==> src/design/mwl_pkg.sv <==
// shared constants and types for the shortest window length block
package mwl_pkg;

    // store depth and derived widths
    localparam int MAX_ITEMS = 65536;
    localparam int ADDR_W    = $clog2(MAX_ITEMS);
    localparam int POS_W     = $clog2(MAX_ITEMS + 2);
    localparam int SUM_W     = 32;
    localparam int SAMPLE_W  = 16;
    localparam int LEN_W     = 17;

    // one finished sequence handed from loader to search engine
    typedef struct packed {
        logic [POS_W-1:0] n;
        logic [SUM_W-1:0] total;
    } job_t;

    // search engine status seen by the loader
    typedef struct packed {
        logic searching;
    } back_stat_t;

endpackage

==> src/design/mwl_front.sv <==
// loader: accumulates prefix sums and hands finished sequences to the search
module mwl_front (
    input  logic                        clk,
    input  logic                        rst_n,
    input  logic                        push,
    input  logic [mwl_pkg::SAMPLE_W-1:0] sample,
    input  logic                        is_last,
    output logic                        full,
    input  mwl_pkg::back_stat_t         bstat,
    output mwl_pkg::job_t               job,
    output logic                        job_valid,
    input  logic                        job_take,
    output logic                        wr_en,
    output logic [mwl_pkg::ADDR_W-1:0]  wr_addr,
    output logic [mwl_pkg::SUM_W-1:0]   wr_data
);
    import mwl_pkg::*;

    logic [POS_W-1:0] count_reg;
    logic [POS_W-1:0] count_next;
    logic [SUM_W-1:0] total_reg;
    logic [SUM_W-1:0] total_next;
    logic             job_valid_reg;
    logic             job_valid_next;
    job_t             job_reg;
    job_t             job_next;
    logic             accept;
    logic             has_room;
    logic [SUM_W-1:0] sum_new;
    logic [POS_W-1:0] cnt_new;

    // stall while a sequence waits or a search is running
    assign full     = job_valid_reg || bstat.searching;
    assign accept   = push && !full;
    assign has_room = (count_reg < POS_W'(MAX_ITEMS));
    assign sum_new  = has_room ? (total_reg + SUM_W'(sample)) : total_reg;
    assign cnt_new  = has_room ? (count_reg + POS_W'(1)) : count_reg;

    // prefix store write port
    assign wr_en   = accept && has_room;
    assign wr_addr = count_reg[ADDR_W-1:0];
    assign wr_data = sum_new;

    assign job       = job_reg;
    assign job_valid = job_valid_reg;

    // counters and job handoff
    always_comb
    begin
        count_next     = count_reg;
        total_next     = total_reg;
        job_valid_next = job_valid_reg && !job_take;
        job_next       = job_reg;
        if (accept)
        begin
            if (is_last)
            begin
                count_next     = '0;
                total_next     = '0;
                job_valid_next = 1'b1;
                job_next.n     = cnt_new;
                job_next.total = sum_new;
            end
            else
            begin
                count_next = cnt_new;
                total_next = sum_new;
            end
        end
    end

    always_ff @(posedge clk or negedge rst_n)
    begin
        if (!rst_n)
        begin
            count_reg     <= '0;
            total_reg     <= '0;
            job_valid_reg <= 1'b0;
        end
        else
        begin
            count_reg     <= count_next;
            total_reg     <= total_next;
            job_valid_reg <= job_valid_next;
        end
    end

    always_ff @(posedge clk)
    begin
        job_reg <= job_next;
    end

    a_no_write_in_scan: assert property (@(posedge clk) disable iff (!rst_n)
        wr_en |-> !bstat.searching)
        else $error("store written during a scan");
    a_count_bound: assert property (@(posedge clk) disable iff (!rst_n)
        count_reg <= POS_W'(MAX_ITEMS))
        else $error("element count beyond store depth");
    a_job_nonempty: assert property (@(posedge clk) disable iff (!rst_n)
        job_valid_reg |-> (job_reg.n != '0))
        else $error("empty sequence handed to search");

endmodule

==> config.mk <==
export PLATFORM = sky130hd
export DESIGN_NAME = mwl_front
export DESIGN_NICKNAME = d
export VERILOG_FILES = /design/src/design/mwl_pkg.sv /design/src/design/mwl_front.sv
export SDC_FILE = /design/constraint.sdc
export NUM_CORES = 1
export LEC_CHECK = 0
export BUFFER_PORTS_ARGS = -buffer_cell sky130_fd_sc_hd__buf_2
export CORE_ASPECT_RATIO = 1.4
export CORE_MARGIN = 1
export CORE_UTILIZATION = 30
export CTS_BUF_LIST = sky130_fd_sc_hd__clkbuf_16
export DETAILED_ROUTE_END_ITERATION = 16
export PLACE_DENSITY = 0.6
export SLEW_MARGIN = 20
export SYNTH_ARGS = -nofsm -noshare
export SYNTH_HDL_FRONTEND = slang
export SYNTH_SLANG_ARGS = --single-unit
==> constraint.sdc <==
create_clock -name clk -period 2.5 [get_ports clk]
set_clock_uncertainty 0.15 [all_clocks]
set_input_delay 0.125 -clock clk [delete_from_list [all_inputs] [get_ports clk]]
set_output_delay 0.125 -clock clk [all_outputs]
set_load 0.01 [all_outputs]
==> flow_summary.toml <==
[synthesis]
yosys_warnings = 0
synthDistinctLibCells = 66
synth_area_leaders = "edfxtp_1, dfrtp_1, nand2_1, ha_1, xnor2_1"
syn_nets = 582
syn_avg_cell_area_sq_um = 10.2
synth_top_cell_by_area = "edfxtp_1"
syn_inst = 542
synth-edff-count = 49
synth_top_area_share_pct = 26.6
ys_ff_latch = 99
synth_area_sq_mm = 0.00554
synth_ff_type = "dfrtp_1"
ys_seq_area_share_pct = 49.1
synth-async-reset-ratio_pct = 50.5

[floorplanning]
io_pins = 122
core_area_sq_mm = 0.0180
die_width_um = 117
dieArea_sq_mm = 0.0190
row_count = 58
dieHeight_um = 163
initial_utilization_pct = 30.8

[routing]
drc_errors = 0
dr.pass1.iters = 5
totalWireLength_um = 15900
avgRoutedWirePerCell_um = 15.8
vias = 4895
vias_per_cell = 4.88
drtIter0Drc = 190
final_antenna_net_count = 0

[setup_path]
path_max_fanout = 6
reg2reg_from = "total_reg[0]$_DFFE_PN0P_"
crit_arrival_ps = 2810
critPathRequiredTime_ps = 2230
ff2ff_setup_slack_ps = -520
cp-end-kind = "primary output"
critPathKind = "register to primary output"
worstReg2RegEnd = "total_reg[28]$_DFFE_PN0P_"
start_kind = "register"
reg2reg_depth = 13

[cells_and_area]
finalNonFillerCells = 1004
n_fill_cell = 1724
final_area_sq_mm = 0.00825
layout.nets = 799
largest_register_ffs = 49
antennaDiodeCount = 0
areaGrowthSynthToFinish_pct = 49.0
drive_above_1_share_pct = 47.9

[power]
cellPowerDensity_mw_per_mm2 = 962
combPwrFrac_pct = 54.8
finalPower_uw = 7940
swShare_pct = 37.4
pwr-share-clk_pct = 17.7
internal-power_uw = 4960
peakVddDrop_mv = 0.522
leakagePower_uw = 0.00367
sequentialPowerShare_pct = 27.5
p_sw_uw = 2970

[timing]
fmax_ghz = 0.325
min_period_ps = 3080
setup-violations-final = 53
tightest_slew_ps = 596
rsz0062_at_grt = "yes"
slew_headroom_pct = 60.3
final-hold-violation-count = 0
tns_ps = -14030
fin_ws_ps = -581
min_period_over_period_pct = 123
drv_slew = 0

[place]
dpl-instance-area_sq_mm = 0.00691
dp_hpwl_um = 11100
place_congestion = 0.855
dp.cells = 939
port_buffers = 121

[run_status]
status = "complete, but fails checks"
violations = "negative setup slack"

[clocking]
cts_tree = "built"
clkLatencyLatePin_ps = 360
cts_buffers = 9
root_buffer = "clkbuf_16"
cts_htree_levels = 3
cts_buffer_depth = 2
path_clk_slew_ps = 70
clock_sinks = 99

[global_route]
antenna_found_initial = 0
first_global_vias = 4838
overflow = 0
grt_max_degree = 31
grt_pass1_wl_um = 24800
grt_use_total_pct = 17.2

[hold_path]
hold_path.class = "input pin to register"
hold_start = "is_last"
min_to = "count_reg[13]$_DFFE_PN0P_"
hold_depth = 2

[flow_run]
cap_violations = 0
## cells in the mapped netlist (8+ instances only)
master / instances
buf_4: 16
nor3_1: 15
edfxtp_1: 49
xor2_1: 21
and3_1: 11
nand2_1: 72
o21ai_0: 32
inv_1: 15
dfrtp_1: 50
a21oi_1: 20
o221ai_1: 8
ha_1: 17
nor2_1: 27
o21ai_1: 8
o211ai_1: 8
clkbuf_1: 19
a22o_1: 11
nand3_1: 19
xnor2_1: 23
## placed cells by master, fill, tap and decap left out, types with 9 or more instances in the layout
master and n:
a21oi_1 10, a22o_1 11, buf_2 120, buf_4 100, buf_6 21, clkbuf_16 9, dfrtp_1 48, edfxtp_1 49
ha_4 13, inv_1 14, nand2_1 68, nand3_1 17, nor2_1 21, nor3_1 14, o21ai_0 19, o21ai_2 13
xnor2_1 13, xor2_1 13
## worst max path at each step
stage | startpoint | endpoint | slack, ps | cells after the start
final | total_reg[0]$_DFFE_PN0P_ | wr_data[24] | -580 | 10
after global routing | total_reg[0]$_DFFE_PN0P_ | wr_data[28] | -710 | 10
after CTS | total_reg[0]$_DFFE_PN0P_ | wr_data[24] | -580 | 10
after detailed placement | total_reg[0]$_DFFE_PN0P_ | wr_data[24] | -280 | 10
after global placement | total_reg[0]$_DFFE_PN0P_ | wr_data[24] | -240 | 10
after floorplan | total_reg[0]$_DFFE_PN0P_ | job[26]$_DFFE_PP_ | -170 | 9
## area by class of cell
type	instances	area, sq um	area share, %
multi-input combinational	386	3170	38.4
tap	240	300	3.64
timing repair buffer	248	1710	20.7
clock inverter	7	66.3	0.803
clock buffer	9	225	2.73
inverter	15	56.3	0.682
sequential	99	2730	33.0
## cell families (layout without fill, tap and decap cells)
logic type               after synthesis  in the layout  synth area share (%)
adder cells (fa/ha/maj)               18             18                  4.20
multiplexers                          10             10                  1.90
flip-flops                            99             99                  49.1
XOR/XNOR                              44             44                  6.95
buffers and inverters                 57            279                  5.19
AO/OA/AOI/OAI                        128            128                  16.4
AND/OR/NAND/NOR                      186            186                  16.2
## per-stage QoR
stage	worst slack, ps	hold WS [ps]	util (%)
5_1_grt	-712	55.4	45.9
3_5_place_dp	-280	5.05	38.4
4_1_cts	-575	32.1	43.6
3_3_place_gp	-237	5.45	38.4
6_report	-581	40.1	45.9
2_1_floorplan	-167	-321	-
## layer usage
metal  part of all wire (%)  wire [um]  track usage [%]
met5                      0          0                0
met4                    1.9        307             6.67
met3                    3.7        581             2.68
met2                     53       8330             30.4
met1                     42       6640             20.6
## power groups by stage
stage | Combinational, uW | Clock [uW] | Sequential, uW
2_1_floorplan | 1750 | 0 | 2200
3_3_place_gp | 3100 | 0 | 2200
3_5_place_dp | 3140 | 0 | 2200
4_1_cts | 4000 | 1440 | 2180
5_1_grt | 4700 | 1490 | 2210
6_report | 4350 | 1400 | 2180
## worst max-delay path, cell delays in order (launching register included)
cell and delay [ps]:
dfrtp_1 410, ha_4 170, fa_2 340, a21o_1 220
a221oi_4 280, nor3_2 80, or2_4 250, a21oi_4 250
or2_4 190, xnor2_2 110, buf_2 150
## repair_timing
item	4_1_cts	5_1_grt
pin swaps	38	30
setup buffers	35	19
endpoints found under the setup margin	57	65
endpoints found under the hold margin	21	0
hold buffers	2	0
resized for setup	74	60
Power figures use the tool's default switching activity.
