<file path="config.mk">
export PLATFORM = sky130hd
export DESIGN_NAME = mwl_res_q
export DESIGN_NICKNAME = d
export VERILOG_FILES = /design/src/design/mwl_pkg.sv /design/src/design/mwl_res_q.sv
export SDC_FILE = /design/constraint.sdc
export NUM_CORES = 1
export LEC_CHECK = 0
export BUFFER_PORTS_ARGS = -buffer_cell sky130_fd_sc_hd__buf_2
export CAP_MARGIN = 20
export CORE_UTILIZATION = 40
export DETAILED_ROUTE_END_ITERATION = 8
export HOLD_SLACK_MARGIN = 0.08
export PLACE_DENSITY = 0.66
export REMOVE_ABC_BUFFERS = 1
export SETUP_SLACK_MARGIN = 0.05
export SLEW_MARGIN = 10
export SYNTH_ARGS = -nofsm -noshare
export SYNTH_HDL_FRONTEND = slang
export SYNTH_SLANG_ARGS = --single-unit
</file>
<file path="constraint.sdc">
create_clock -name clk -period 2.5 [get_ports clk]
set_clock_uncertainty 0.05 [all_clocks]
set_input_delay 0.125 -clock clk [delete_from_list [all_inputs] [get_ports clk]]
set_output_delay 0.125 -clock clk [all_outputs]
set_load 0.02 [all_outputs]
</file>
<file path="src/design/mwl_pkg.sv">
// shared constants and types for the shortest window length block
package mwl_pkg;

    // store depth and derived widths
    localparam int MAX_ITEMS = 65536;
    localparam int ADDR_W    = $clog2(MAX_ITEMS);
    localparam int POS_W     = $clog2(MAX_ITEMS + 2);
    localparam int SUM_W     = 32;
    localparam int SAMPLE_W  = 16;
    localparam int LEN_W     = 17;

    // one finished sequence handed from loader to search engine
    typedef struct packed {
        logic [POS_W-1:0] n;
        logic [SUM_W-1:0] total;
    } job_t;

    // search engine status seen by the loader
    typedef struct packed {
        logic searching;
    } back_stat_t;

endpackage

</file>
<file path="src/design/mwl_res_q.sv">
// two-entry result queue in front of the output ports
module mwl_res_q (
    input  logic                     clk,
    input  logic                     rst_n,
    input  logic                     wr_en,
    input  logic [mwl_pkg::LEN_W-1:0] wr_len,
    output logic                     q_full,
    input  logic                     pop,
    output logic                     empty,
    output logic [mwl_pkg::LEN_W-1:0] min_length
);
    import mwl_pkg::*;

    logic [LEN_W-1:0] slot_reg [2];
    logic             wptr_reg;
    logic             wptr_next;
    logic             rptr_reg;
    logic             rptr_next;
    logic [1:0]       cnt_reg;
    logic [1:0]       cnt_next;
    logic             do_wr;
    logic             do_rd;

    assign q_full     = (cnt_reg == 2'd2);
    assign empty      = (cnt_reg == 2'd0);
    assign min_length = slot_reg[rptr_reg];
    assign do_wr      = wr_en && !q_full;
    assign do_rd      = pop && !empty;

    // pointer and fill count update
    always_comb
    begin
        wptr_next = do_wr ? !wptr_reg : wptr_reg;
        rptr_next = do_rd ? !rptr_reg : rptr_reg;
        cnt_next  = cnt_reg;
        if (do_wr && !do_rd)
        begin
            cnt_next = cnt_reg + 2'd1;
        end
        else if (do_rd && !do_wr)
        begin
            cnt_next = cnt_reg - 2'd1;
        end
    end

    always_ff @(posedge clk or negedge rst_n)
    begin
        if (!rst_n)
        begin
            wptr_reg <= 1'b0;
            rptr_reg <= 1'b0;
            cnt_reg  <= 2'd0;
        end
        else
        begin
            wptr_reg <= wptr_next;
            rptr_reg <= rptr_next;
            cnt_reg  <= cnt_next;
        end
    end

    // payload slots
    always_ff @(posedge clk)
    begin
        if (do_wr)
        begin
            slot_reg[wptr_reg] <= wr_len;
        end
    end

    a_cnt_range: assert property (@(posedge clk) disable iff (!rst_n)
        cnt_reg != 2'd3)
        else $error("result queue count out of range");
    a_no_overflow: assert property (@(posedge clk) disable iff (!rst_n)
        q_full |=> !(cnt_reg == 2'd0))
        else $error("result queue lost an entry");
    a_ptr_gap: assert property (@(posedge clk) disable iff (!rst_n)
        (cnt_reg == 2'd1) |-> (wptr_reg != rptr_reg))
        else $error("result queue pointers disagree with count");

endmodule

</file>
==> impl_metrics.csv, run 1 <==
group,metric,value,unit
status,status,"completed",
floorplanning,core_region_area,3440,um^2
sta,fin_crit_sh,0.801,
floorplanning,io_pins,40,
flow_run,cap_violations,0,
synthesis,synthesis.instances,72,
sta,drv_slew,0,
pwr,seqPwrFrac,0.465,
sta,rsz0062_at_grt,"false",
critical_path,slowest_stage,"dfrtp_1",
layout,layout_commonest_cell,"buf_2",
worst_hold_path,hold_path_class,"primary input to flip-flop",
sta,setup_viol,0,
sta,fin_crit,2000,ps
critical_path,start_kind,"flip-flop",
pwr,cellInternalPower,1.44,mW
placed_design,gp_congestion,0.653,
critical_path,cp_max_fo,18,
layout,drive_gt1_frac,0.467,
critical_path,worst-setup-path-type,"flip-flop to primary output",
layout,antenna_cells,0,
clock_network,cts_buffer_depth,2,
detailed_routing,firstDrtPassIters,4,
floorplanning,die_y,62.7,um
grt,grt-ovfl-total,0,
clock_network,htreeDepth,2,
detailed_routing,drc_errors,0,
placed_design,hpwl,1.51,mm
clock_network,cts_root_buf,"clkbuf_8",
clock_network,clkTransAtPathRegs,70,ps
layout,final_nets,158,
pwr,switching_power,0.712,mW
critical_path,cp.arrival,1830,ps
detailed_routing,antenna_left,0,
layout,layout_common_cells,"buf_2, edfxtp_1, dlygate4sd3_1, mux2_4, mux2_2",
sta,hold_violations,0,
clock_network,numCtsBuffers,5,
sta,fin_setup_tns,0,ps
synthesis,yosysUniqueCellTypes,15,
detailed_routing,route.vias.total,813,
critical_path,cp-end-kind,"primary output",
layout,largest_reg_flops,34,
synthesis,avgSynthCellArea,20.5,um^2
pwr,peakVddDrop,0.000737,V
clock_network,cts_sinks,38,
detailed_routing,totalWireLength,2.37,mm
synthesis,ys_ff_latch,38,
synthesis,ys_seq_area_frac,0.761,
detailed_routing,viasPerCell,4.44,
grt,antenna_found_initial,0,
floorplanning,fp.dieArea,3930,um^2
detailed_routing,wl_per_cell,12.9,um
grt,grt_pass1_vias,844,
critical_path,path_cells,"mux2_2, buf_2",
critical_path,reg2reg_slack,740,ps
floorplanning,die_width,62.7,um
critical_path,cpPeakStageDelay,960,ps
grt,grt_pass1_wl,3.97,mm
critical_path,cp.required,2330,ps
placed_design,numPlacedInstances,157,
pwr,powerDensity,1090,nW/um^2
clock_network,clk_latency,280,ps
synthesis,syn_area,1470,um^2
layout,finalNonFillerCells,183,
layout,areaGrowthSynthToFinish,33.8,%
pwr,swShare,0.331,
pwr,p_total,2.15,mW
synthesis,ys_warn_count,0,
sta,worst-slew-pin-transition,932,ps
pwr,p_leak,0.807,nW
clock_network,postCtsSetupBuffers,0,
clock_network,cts_tree,"built",
pwr,comb_power_share,0.353,
floorplanning,rows,21,
sta,relSlewSlack,0.379,
grt,grt.total_usage,0.139,
sta,fmax,499,MHz
grt,grt_max_degree,19,
placed_design,portBuffers,39,
floorplanning,start_util,0.428,
pwr,clkPwrFrac,0.181,
detailed_routing,drtIter0Drc,27,
[synth_stat cells]
cell,instances,area share
buf_12,1,0.014
ha_1,1,0.0085
nand2_1,1,0.0025
inv_1,2,0.0051
dfrtp_1,4,0.068
nand2b_1,1,0.0042
o21ai_1,1,0.0034
nor2_1,3,0.0076
xor2_1,2,0.012
mux2_2,8,0.061
buf_6,1,0.0076
edfxtp_1,34,0.69
xnor2_1,3,0.018
mux2_4,9,0.092
and3_1,1,0.0042
[cell type report]
| cell class | instances | area (um^2) |
|---|---|---|
| fill | 292 | 1470 |
| sequential | 38 | 1120 |
| timing repair buffer | 59 | 390 |
| multi-input combinational | 30 | 314 |
| clock buffer | 6 | 72.6 |
| tap | 46 | 57.6 |
| clock inverter | 2 | 8.76 |
| inverter | 2 | 7.51 |
[per-stage QoR]
step	cell area (um^2)	utilization	hold WS [ps]	worst slack, ps
floorplan	1440	-	-221	675
global placement	1710	0.497	-118	789
detailed placement	1710	0.497	-113	717
CTS	1970	0.573	93.7	446
global route	1970	0.573	127	370
finish	1970	0.573	106	496
[what timing repair did]
| action | CTS | global route |
|---|---|---|
| hold buffers | 18 | 0 |
| endpoints found under the hold margin | 38 | 0 |
| gates resized for setup | 0 | 0 |
[power by group through the flow]
| stage | registers [mW] | logic (mW) | clock network (mW) |
|---|---|---|---|
| 5_1_grt | 1.02 | 0.821 | 0.432 |
| 2_1_floorplan | 0.984 | 0.538 | 0 |
| 4_1_cts | 1.01 | 0.773 | 0.402 |
| 3_5_place_dp | 1.02 | 0.749 | 0 |
| 6_report | 1.00 | 0.759 | 0.390 |
| 3_3_place_gp | 1.01 | 0.735 | 0 |
[worst paths after layout]
kind | start | endpoint | depth (start not counted)
worst max-delay path | rptr_reg | min_length[15] | 2
worst min-delay path | wr_en | wptr_reg | 3
worst max register to register | cnt_reg[0] | slot_reg[0][2] | 4
worst min register to register | wptr_reg | wptr_reg | 1
max in group asynchronous | rst_n | wptr_reg | 2
min in group asynchronous | rst_n | cnt_reg[0] | 2
[worst max-delay path, delay by kind of cell (launching register included)]
kind	cells	cell delay, ps
multiplexers	1	420
buffers and inverters	1	160
flip-flops	1	960
[kinds of logic after synthesis]
| logic type | share of synthesized area |
|---|---|
| mux | 0.153 |
| compound gates | 0.00339 |
| fa+ha+maj | 0.00849 |
| simple gates | 0.0187 |
| xor+xnor | 0.0297 |
| buf+inv | 0.0263 |
| flops | 0.761 |
[per-layer routing]
layer,vias to the layer above,track usage,wire [um]
met5,-,0,0
met4,0,0.0610,16
met3,4,0.0566,148
met2,33,0.223,1160
met1,383,0.164,1040
li1,393,-,-
Power figures use the tool's default switching activity.
==> run 2, diff against run 1 <==
Clock period 2.5 ns to 1.9 ns, I/O delays scaled along.
==> impl_metrics.csv, run 2 (synthesis results as in run 1) <==
group,metric,value,unit
status,status,"completed",
critical_path,cp.required,1750,ps
critical_path,slowest_stage,"dfrtp_1",
layout,final_nets,162,
layout,layout_commonest_cell,"buf_2",
layout,drive_gt1_frac,0.482,
layout,areaGrowthSynthToFinish,35.8,%
detailed_routing,route.vias.total,847,
detailed_routing,firstDrtPassIters,3,
floorplanning,io_pins,40,
pwr,p_total,2.87,mW
pwr,peakVddDrop,0.000654,V
clock_network,clkTransAtPathRegs,70,ps
grt,antenna_found_initial,0,
layout,multiInputGateArea,314,um^2
critical_path,path_cells,"buf_4, mux2_2, buf_2",
clock_network,cts_root_buf,"clkbuf_8",
floorplanning,rows,21,
clock_network,htreeDepth,2,
detailed_routing,wl_per_cell,12.7,um
critical_path,cp_max_fo,8,
layout,antenna_cells,0,
worst_hold_path,hold_path_class,"primary input to async pin",
clock_network,cts_buffer_depth,2,
critical_path,cpPeakStageDelay,530,ps
grt,grt.total_usage,0.133,
placed_design,portBuffers,39,
floorplanning,die_width,62.7,um
grt,grt-ovfl-total,0,
detailed_routing,viasPerCell,4.53,
critical_path,path_buf_inv,2,
floorplanning,start_util,0.428,
clock_network,clk_latency,280,ps
layout,area.sequential,1120,um^2
critical_path,cp-end-kind,"primary output",
sta,relSlewSlack,0.787,
critical_path,crit_family,"flip-flops",
detailed_routing,antenna_left,0,
clock_network,cts_tree,"built",
placed_design,gp_congestion,0.675,
floorplanning,die_y,62.7,um
sta,fin_setup_tns,0,ps
floorplanning,fp.dieArea,3930,um^2
sta,fmax,580,MHz
floorplanning,core_region_area,3440,um^2
sta,setup_viol,0,
clock_network,cts_sinks,38,
layout,layout_common_cells,"buf_2, edfxtp_1, dlygate4sd3_1, mux2_4, mux2_2",
placed_design,hpwl,1.60,mm
sta,worst-slew-pin-transition,320,ps
pwr,p_leak,0.828,nW
critical_path,worst-setup-path-type,"flip-flop to primary output",
sta,hold_violations,0,
detailed_routing,totalWireLength,2.38,mm
sta,drv_slew,0,
clock_network,postCtsSetupBuffers,0,
critical_path,cp.arrival,1580,ps
layout,largest_reg_flops,34,
pwr,powerDensity,1430,nW/um^2
clock_network,numCtsBuffers,5,
sta,fin_crit,1730,ps
layout,fillCellCount,284,
sta,fin_crit_sh,0.908,
grt,grt_max_degree,12,
grt,grt_pass1_wl,3.79,mm
detailed_routing,drtIter0Drc,13,
grt,grt_pass1_vias,810,
detailed_routing,drc_errors,0,
flow_run,cap_violations,0,
sta,rsz0062_at_grt,"false",
critical_path,start_kind,"flip-flop",
run 2: repair_timing:
item,CTS,global route
gates resized for setup,0,0
setup endpoints to repair,0,0
hold buffers,18,0
endpoints found under the hold margin,38,0
run 2: final timing paths:
path                                  endpoint  depth (start not counted)  startpoint  slack [ps]
min in group clk                      rptr_reg                          3         pop          90
worst min-delay path                cnt_reg[0]                          2       rst_n          90
worst max-delay path            min_length[15]                          3    rptr_reg         170
worst max register to register      cnt_reg[1]                          7  cnt_reg[0]         330
max in group asynchronous             rptr_reg                          2       rst_n        1590
worst min register to register        wptr_reg                          1    wptr_reg         470
run 2: cell type report:
cell class	count	area share
well taps	46	0.0287
repair buffers	63	0.210
clock inverters	2	0.00437
inverters	2	0.00375
clock buffers	6	0.0363
flip-flops and latches	38	0.560
multi-input cells	30	0.157
run 2: layer usage:
metal / GRT usage / up-vias / routed length (um)
li1: - / 401 / -
met2: 0.202 / 33 / 1130
met5: 0 / - / 0
met1: 0.160 / 407 / 1050
met4: 0.0610 / 0 / 38
met3: 0.0602 / 6 / 156
run 2: report_power, final:
| group | leakage (nW) | internal (mW) | switching (mW) |
|---|---|---|---|
| clock network | 0.0426 | 0.252 | 0.258 |
| logic | 0.422 | 0.523 | 0.581 |
| registers | 0.362 | 1.15 | 0.105 |
run 2: per-stage QoR:
stage	setup WS [ps]	area [um^2]	utilization	std cells	hold WS, ps
after floorplan	75.2	1440	-	70	-251
after global placement	451	1740	0.506	161	-146
after detailed placement	331	1740	0.506	161	-141
after CTS	136	2000	0.582	187	88.2
after global routing	57.1	2000	0.582	187	81.6
final	175	2000	0.582	187	92.9
==> run 3, diff against run 2 <==
Settings changed: CTS_BUF_LIST set to sky130_fd_sc_hd__clkbuf_4 sky130_fd_sc_hd__clkbuf_8.
==> impl_metrics.csv, run 3 (synthesis results as in run 1) <==
group,metric,value,unit
status,status,"completed",
critical_path,slowest_stage,"dfrtp_1",
critical_path,path_cells,"buf_4, mux2_2, buf_2",
sta,hold_violations,0,
sta,fin_worst_hold_slack,92.9,ps
critical_path,cp-end-kind,"primary output",
critical_path,cp.arrival,1580,ps
detailed_routing,route.vias.total,848,
grt,grt_max_degree,12,
layout,areaGrowthSynthToFinish,36.1,%
layout,layout_commonest_cell,"buf_2",
layout,drive_gt1_frac,0.489,
layout,area.sequential,1120,um^2
floorplanning,rows,21,
sta,fin_crit,1730,ps
grt,grt.total_usage,0.133,
floorplanning,fp.dieArea,3930,um^2
sta,setup_viol,0,
layout,layout_common_cells,"buf_2, edfxtp_1, dlygate4sd3_1, mux2_4, mux2_2",
sta,relSlewSlack,0.787,
flow_run,cap_violations,0,
clock_network,htreeDepth,2,
placed_design,gp_congestion,0.675,
pwr,powerDensity,1440,nW/um^2
sta,fin_crit_sh,0.908,
layout,final_nets,162,
layout,fillCellCount,282,
detailed_routing,drtIter0Drc,13,
clock_network,numCtsBuffers,5,
clock_network,cts_tree,"built",
clock_network,clkTransAtPathRegs,70,ps
critical_path,worst-setup-path-type,"flip-flop to primary output",
detailed_routing,totalWireLength,2.38,mm
clock_network,clk_latency,280,ps
detailed_routing,viasPerCell,4.53,
grt,antenna_found_initial,0,
grt,grt_pass1_vias,810,
detailed_routing,wl_per_cell,12.7,um
critical_path,cpPeakStageDelay,530,ps
floorplanning,die_width,62.7,um
floorplanning,start_util,0.428,
floorplanning,core_region_area,3440,um^2
placed_design,portBuffers,39,
clock_network,cts_buffer_depth,2,
grt,grt-ovfl-total,0,
sta,fmax,580,MHz
detailed_routing,firstDrtPassIters,3,
floorplanning,io_pins,40,
pwr,p_leak,0.831,nW
floorplanning,die_y,62.7,um
clock_network,cts_sinks,38,
sta,worst-slew-pin-transition,320,ps
critical_path,start_kind,"flip-flop",
worst_hold_path,hold_path_class,"primary input to async pin",
sta,rsz0062_at_grt,"false",
sta,drv_slew,0,
grt,grt_pass1_wl,3.79,mm
placed_design,hpwl,1.60,mm
critical_path,cp.required,1750,ps
pwr,peakVddDrop,0.000654,V
detailed_routing,drc_errors,0,
layout,antenna_cells,0,
detailed_routing,antenna_left,0,
critical_path,cp_max_fo,8,
layout,finalNonFillerCells,187,
layout,multiInputGateArea,314,um^2
clock_network,cts_root_buf,"clkbuf_8",
critical_path,crit_family,"flip-flops",
critical_path,path_buf_inv,2,
sta,fin_setup_tns,0,ps
layout,largest_reg_flops,34,
placed_design,numPlacedInstances,161,
-- run 3: cell types whose count changed in the layout (fill, tap and decap cells not counted) --
cell and delta:
clkbuf_1 -1, clkbuf_4 +1
-- run 3: where the power goes --
part / switching, mW / internal, mW
clock: 0.259 / 0.266
combinational: 0.581 / 0.523
sequential: 0.105 / 1.15
total: 0.945 / 1.94
-- run 3: cell type report --
type,instances,area share
clock buffers,6,0.0381
clock inverters,2,0.00437
inverters,2,0.00374
multi-input cells,30,0.157
flip-flops and latches,38,0.559
well taps,46,0.0287
repair buffers,63,0.210
-- run 3: final timing paths --
check / slack (ps) / cells past startpoint / start / endpoint
worst min-delay path: 90 / 2 / rst_n / cnt_reg[0]
worst max register to register: 330 / 7 / cnt_reg[0] / cnt_reg[1]
worst max-delay path: 170 / 3 / rptr_reg / min_length[15]
worst min register to register: 470 / 1 / wptr_reg / wptr_reg
min in group clk: 90 / 3 / pop / rptr_reg
max in group asynchronous: 1590 / 2 / rst_n / rptr_reg
-- run 3: metrics by stage --
step	cell area, um^2	total power [mW]	worst slack (ps)	util
floorplan	1440	2.00	75.2	-
global placement	1740	2.34	451	0.506
detailed placement	1740	2.37	331	0.506
CTS	2010	2.93	136	0.583
global route	2010	3.05	57.1	0.583
finish	2010	2.89	175	0.583
-- run 3: repair_timing --
item                      in CTS  in global routing
hold buffers                  18                  0
gates resized for setup        0                  0
setup buffers                  0                  0
hold endpoints to repair      38                  0
-- run 3: routing by layer --
layer  track usage  routed length [um]  vias up
li1              -                   -      401
met1         0.159                1050      408
met2         0.202                1130       33
met3        0.0602                 156        6
met4        0.0610                  38        0
met5             0                   0        -
